## config.mk

```make
export PLATFORM = sky130hd
export DESIGN_NAME = pcpe_queue
export DESIGN_NICKNAME = d
export VERILOG_FILES = /design/src/hw/rtl/pcpe_pkg.sv /design/src/hw/rtl/pcpe_queue.sv
export SDC_FILE = /design/constraint.sdc
export NUM_CORES = 1
export LEC_CHECK = 0
export BUFFER_PORTS_ARGS = -buffer_cell sky130_fd_sc_hd__buf_2
export CAP_MARGIN = 15
export CORE_ASPECT_RATIO = 0.9
export CORE_MARGIN = 2
export CORE_UTILIZATION = 31
export CTS_BUF_LIST = sky130_fd_sc_hd__clkbuf_2 sky130_fd_sc_hd__clkbuf_4 sky130_fd_sc_hd__clkbuf_8
export DETAILED_ROUTE_END_ITERATION = 7
export SLEW_MARGIN = 20
export SYNTH_ARGS = -nofsm -noshare
export SYNTH_HDL_FRONTEND = slang
export SYNTH_SLANG_ARGS = --single-unit
```

## constraint.sdc

```tcl
create_clock -name i_clk -period 16.64 [get_ports i_clk]
set_input_delay 0 -clock i_clk [delete_from_list [all_inputs] [get_ports i_clk]]
set_output_delay 0 -clock i_clk [all_outputs]
set_load 0.005 [all_outputs]
```

## src/hw/rtl/pcpe_pkg.sv

```systemverilog
package pcpe_pkg;

    localparam int TABLE_DEPTH_DEF = 64;

    localparam int POS_W   = 32;
    localparam int COEF_W  = 48;
    localparam int ENTRY_W = 6;
    localparam int CFG_W   = 7;
    localparam int ROW_W   = POS_W + 4 * COEF_W;

    localparam int QUEUE_DEPTH = 2;

    localparam int MUL_W  = COEF_W / 2;
    localparam int PART_W = MUL_W + POS_W;
    localparam int FULL_W = COEF_W + POS_W;
    localparam int FRAC_SHIFT = 16;

    localparam logic ACT_LOAD  = 1'b0;
    localparam logic ACT_QUERY = 1'b1;

    localparam logic [COEF_W-1:0] VAL_MAX = {1'b0, {(COEF_W-1){1'b1}}};
    localparam logic [COEF_W-1:0] VAL_MIN = {1'b1, {(COEF_W-1){1'b0}}};
    localparam logic [FULL_W-1:0] RND_HALF = FULL_W'(32'h0000_8000);

    typedef struct packed {
        logic                is_query;
        logic [ENTRY_W-1:0]  slot;
        logic [POS_W-1:0]    pos;
        logic [COEF_W-1:0]   coef_a;
        logic [COEF_W-1:0]   coef_b;
        logic [COEF_W-1:0]   coef_c;
        logic [COEF_W-1:0]   coef_d;
    } t_cmd;

endpackage

```

## src/hw/rtl/pcpe_queue.sv

```systemverilog
module pcpe_queue (
    input  logic            i_clk,
    input  logic            i_rst_n,
    input  logic            i_push_valid,
    output logic            o_push_ready,
    input  pcpe_pkg::t_cmd  i_push_cmd,
    output logic            o_pop_valid,
    input  logic            i_pop_ready,
    output pcpe_pkg::t_cmd  o_pop_cmd
);

    import pcpe_pkg::*;

    localparam int PTR_W = (QUEUE_DEPTH > 1) ? $clog2(QUEUE_DEPTH) : 1;
    localparam int CNT_W = $clog2(QUEUE_DEPTH + 1);

    t_cmd             r_slots [QUEUE_DEPTH];
    logic [PTR_W-1:0] r_wp;
    logic [PTR_W-1:0] r_rp;
    logic [CNT_W-1:0] r_count;
    logic             push;
    logic             pop;

    assign o_push_ready = (r_count != CNT_W'(QUEUE_DEPTH));
    assign o_pop_valid  = (r_count != '0);
    assign o_pop_cmd    = r_slots[r_rp];
    assign push         = i_push_valid && o_push_ready;
    assign pop          = o_pop_valid && i_pop_ready;

    always_ff @(posedge i_clk) begin
        if (!i_rst_n) begin
            r_wp    <= '0;
            r_rp    <= '0;
            r_count <= '0;
        end else begin
            if (push) begin
                r_wp <= (r_wp == PTR_W'(QUEUE_DEPTH - 1)) ? '0 : r_wp + PTR_W'(1);
            end
            if (pop) begin
                r_rp <= (r_rp == PTR_W'(QUEUE_DEPTH - 1)) ? '0 : r_rp + PTR_W'(1);
            end
            if (push && !pop) begin
                r_count <= r_count + CNT_W'(1);
            end else if (pop && !push) begin
                r_count <= r_count - CNT_W'(1);
            end
        end
    end

    always_ff @(posedge i_clk) begin
        if (push) begin
            r_slots[r_wp] <= i_push_cmd;
        end
    end

endmodule

```

==> results.py <==
metrics = {
    "logic_synthesis": {
        "synthMuxAreaShare_pct": 18.7,
        "yosysWarnings": 0,
        "yosysTopAreaCell": "edfxtp_1",
        "synth.area.top_cells": "edfxtp_1 (78%), mux2_4 (16%), mux2_2 (2.6%), buf_8 (0.85%), buf_6 (0.70%)",
        "synth_cell_types": 23,
        "synth_top_family_by_area": "multiplexers",
        "yosys.area_share.simple_pct": 0.367,
        "yosys.area_share.adder_pct": 0.0705,
        "netlist_instances": 743,
        "synth_compound_area_share_pct": 0.197,
        "synth.avg_cell_area_um2": 23.9,
        "syn_nets": 979,
        "syn_area_um2": 17700,
        "ys_ff_latch": 467,
        "ys_seq_area_share_pct": 78.7,
        "synth_xor_xnor_area_share_pct": 0.148,
        "yosysTopAreaCellShare_pct": 78.2,
    },
    "finish": {
        "syn2layout_area_growth_pct": 38.8,
        "drive_gt1_share_pct": 53.1,
        "fin_nets": 1746,
        "final_cell_area_um2": 24600,
    },
    "worst_setup_path": {
        "startpoint_type": "flop",
        "end_kind": "primary output",
        "r2r_start": "r_count[0]$_SDFFE_PN0P_",
        "worstPathArrival_ns": 3.53,
        "critPathKind": "flop to primary output",
        "cp_max_fo": 53,
        "required_ns": 16.64,
    },
    "route": {
        "drt-total-wl_um": 39500,
        "post_drt_wl_per_cell_um": 16.9,
        "ant_nets": 0,
        "vias": 9704,
        "drtIter0Drc": 442,
        "drc": 0,
        "dr.pass1.iters": 4,
        "drt-vias-per-instance": 4.16,
    },
    "clock_network": {
        "clk_latency_ns": 0.62,
        "cts_tree": "done",
        "cts_sinks": 467,
        "post_cts_resized": 0,
        "clkTransAtPathRegs_ns": 0.06,
        "holdBufCountCts": 237,
        "clock_path_buffers": 3,
        "postCtsSetupRepairBufs": 0,
        "cts_root_buf": "clkbuf_8",
        "numCtsBuffers": 78,
        "htree_levels": 3,
    },
    "grt": {
        "overflow": 0,
        "antenna_found_initial": 5,
        "grt_pass1_vias": 10400,
        "grt_max_degree": 102,
        "grt.total_usage_pct": 13.0,
        "grt_pass1_wl_um": 59200,
    },
    "power_and_ir_drop": {
        "total_power_mw": 3.31,
        "leakage_nw": 9.56,
        "power_density_nw_per_um2": 134,
        "peakVddDrop_uv": 90.9,
    },
    "worst_hold_path": {
        "hp-class": "primary input to flop",
        "hp-start": "i_push_cmd[130]",
    },
    "floorplanning": {
        "row_count": 83,
        "die_w_um": 256,
        "ioPinCount": 468,
        "start_util_pct": 31.2,
        "fp.dieH_um": 231,
        "die-area_um2": 59200,
        "core_um2": 56800,
    },
    "run": {
        "maxCapViolations": 0,
    },
    "timing": {
        "setup_viol": 0,
        "timing.setup.tns_ns": 0,
        "hold_violations": 0,
        "post-route-min-period_ns": 3.53,
        "rsz0062_at_grt": "no",
        "max_freq_ghz": 0.283,
        "tightest_slew_ns": 1.05,
        "fin_crit_sh_pct": 21.2,
        "slew_headroom_pct": 29.8,
        "slew_violations": 0,
        "hold-worst-slack_ns": 0.0925,
        "finalClockSkew_ns": 0.0167,
    },
    "placement": {
        "hpwl_um": 24700,
        "postPlaceCellArea_um2": 20800,
        "portBuffers": 467,
        "gp_congestion": 0.782,
    },
    "outcome": {
        "status": "finished clean",
    },
}
==> layout make-up <==
cell class	count	area, µm²
Clock buffer	108	1310
Inverter	1	11.3
Multi-Input combinational cell	249	3460
Sequential cell	467	14000
Fill cell	5052	32200
Clock inverter	28	135
Timing Repair Buffer	713	4780
Antenna cell	2	5.00
Tap cell	765	957
==> critical path, cell delays in order, from the launching register on <==
cell     delay (ns)
dfxtp_4        0.57
buf_4          0.82
buf_4          0.86
mux2_4         0.37
buf_2          0.13
==> Yosys cell counts <==
master and number:
and2_1 4, inv_1 1, o21ai_0 1, nand2b_4 1
dfxtp_1 5, buf_2 4, nand3b_1 1, mux2_4 190
or2_2 1, a21boi_1 1, a21bo_2 1, ha_1 1
xnor2_1 2, mux2_2 41, buf_8 10, buf_6 11
or3_1 1, and3_1 1, xor2_1 1, a21boi_0 1
edfxtp_1 462, o21ai_1 1, buf_12 1
==> through the flow <==
step,worst slack (ns),utilization (%),instances
after global routing,12.82,43.4,2333
final,13.11,43.4,2333
after global placement,13.43,36.6,1958
after floorplan,10.16,-,743
after CTS,12.95,43.3,2331
after detailed placement,13.43,36.6,1958
==> kinds of logic (layout without fill, tap and decap cells) <==
group                    after synthesis  in the layout
flip-flops                           467            467
multiplexers                         231            231
buffers and inverters                 27            850
AND/OR/NAND/NOR                        9              9
AO/OA/AOI/OAI                          5              5
XOR/XNOR                               3              3
adder cells (fa/ha/maj)                1              1
other                                  0              2
==> routing by layer <==
layer | track usage (%) | share of wire [%] | routed length [µm]
met1 | 15.3 | 40 | 15900
met3 | 5.52 | 8.8 | 3470
met5 | 0 | 0.096 | 38
met4 | 4.71 | 2.5 | 999
met2 | 21.1 | 48 | 19100
==> cell usage in the layout (no fill, tap or decap) <==
master         instances
buf_2                467
edfxtp_1             462
dlygate4sd3_1        237
mux2_4               190
clkbuf_8              79
mux2_2                41
clkbuf_4              29
clkinv_1              17
buf_4                  9
clkinv_2               6
and2_1                 4
dfxtp_1                4
diode_2                2
xnor2_1                2
inv_6                  2
clkinvlp_4             2
nand2b_4               1
or2_2                  1
o21ai_1                1
and3_4                 1
nand3b_1               1
inv_8                  1
a21bo_2                1
a21boi_0               1
xor2_1                 1
o21ai_0                1
or3_1                  1
a21boi_1               1
ha_1                   1
dfxtp_4                1
clkinv_4               1
==> state kept, by name (all words and copies together), names as in the netlist, named ones only <==
register  flops
r_slots     462
r_wp          1
r_rp          1
r_count       2
==> power by group <==
| group | switching [mW] | internal, mW | total, mW |
|---|---|---|---|
| Combinational | 0.384 | 0.468 | 0.852 |
| Clock | 0.438 | 0.506 | 0.944 |
| Sequential | 0.0436 | 1.47 | 1.52 |
==> final timing paths <==
path	to	slack, ns	cells past startpoint
worst max-delay path	o_pop_cmd[81]	13.11	4
worst min-delay path	r_slots[1][130]$_DFFE_PP_	0.09	2
worst max register to register	r_slots[1][56]$_DFFE_PP_	13.44	4
worst min register to register	r_count[1]$_SDFFE_PN0P_	0.56	2
Note: power is estimated with default switching activity, not from simulation.
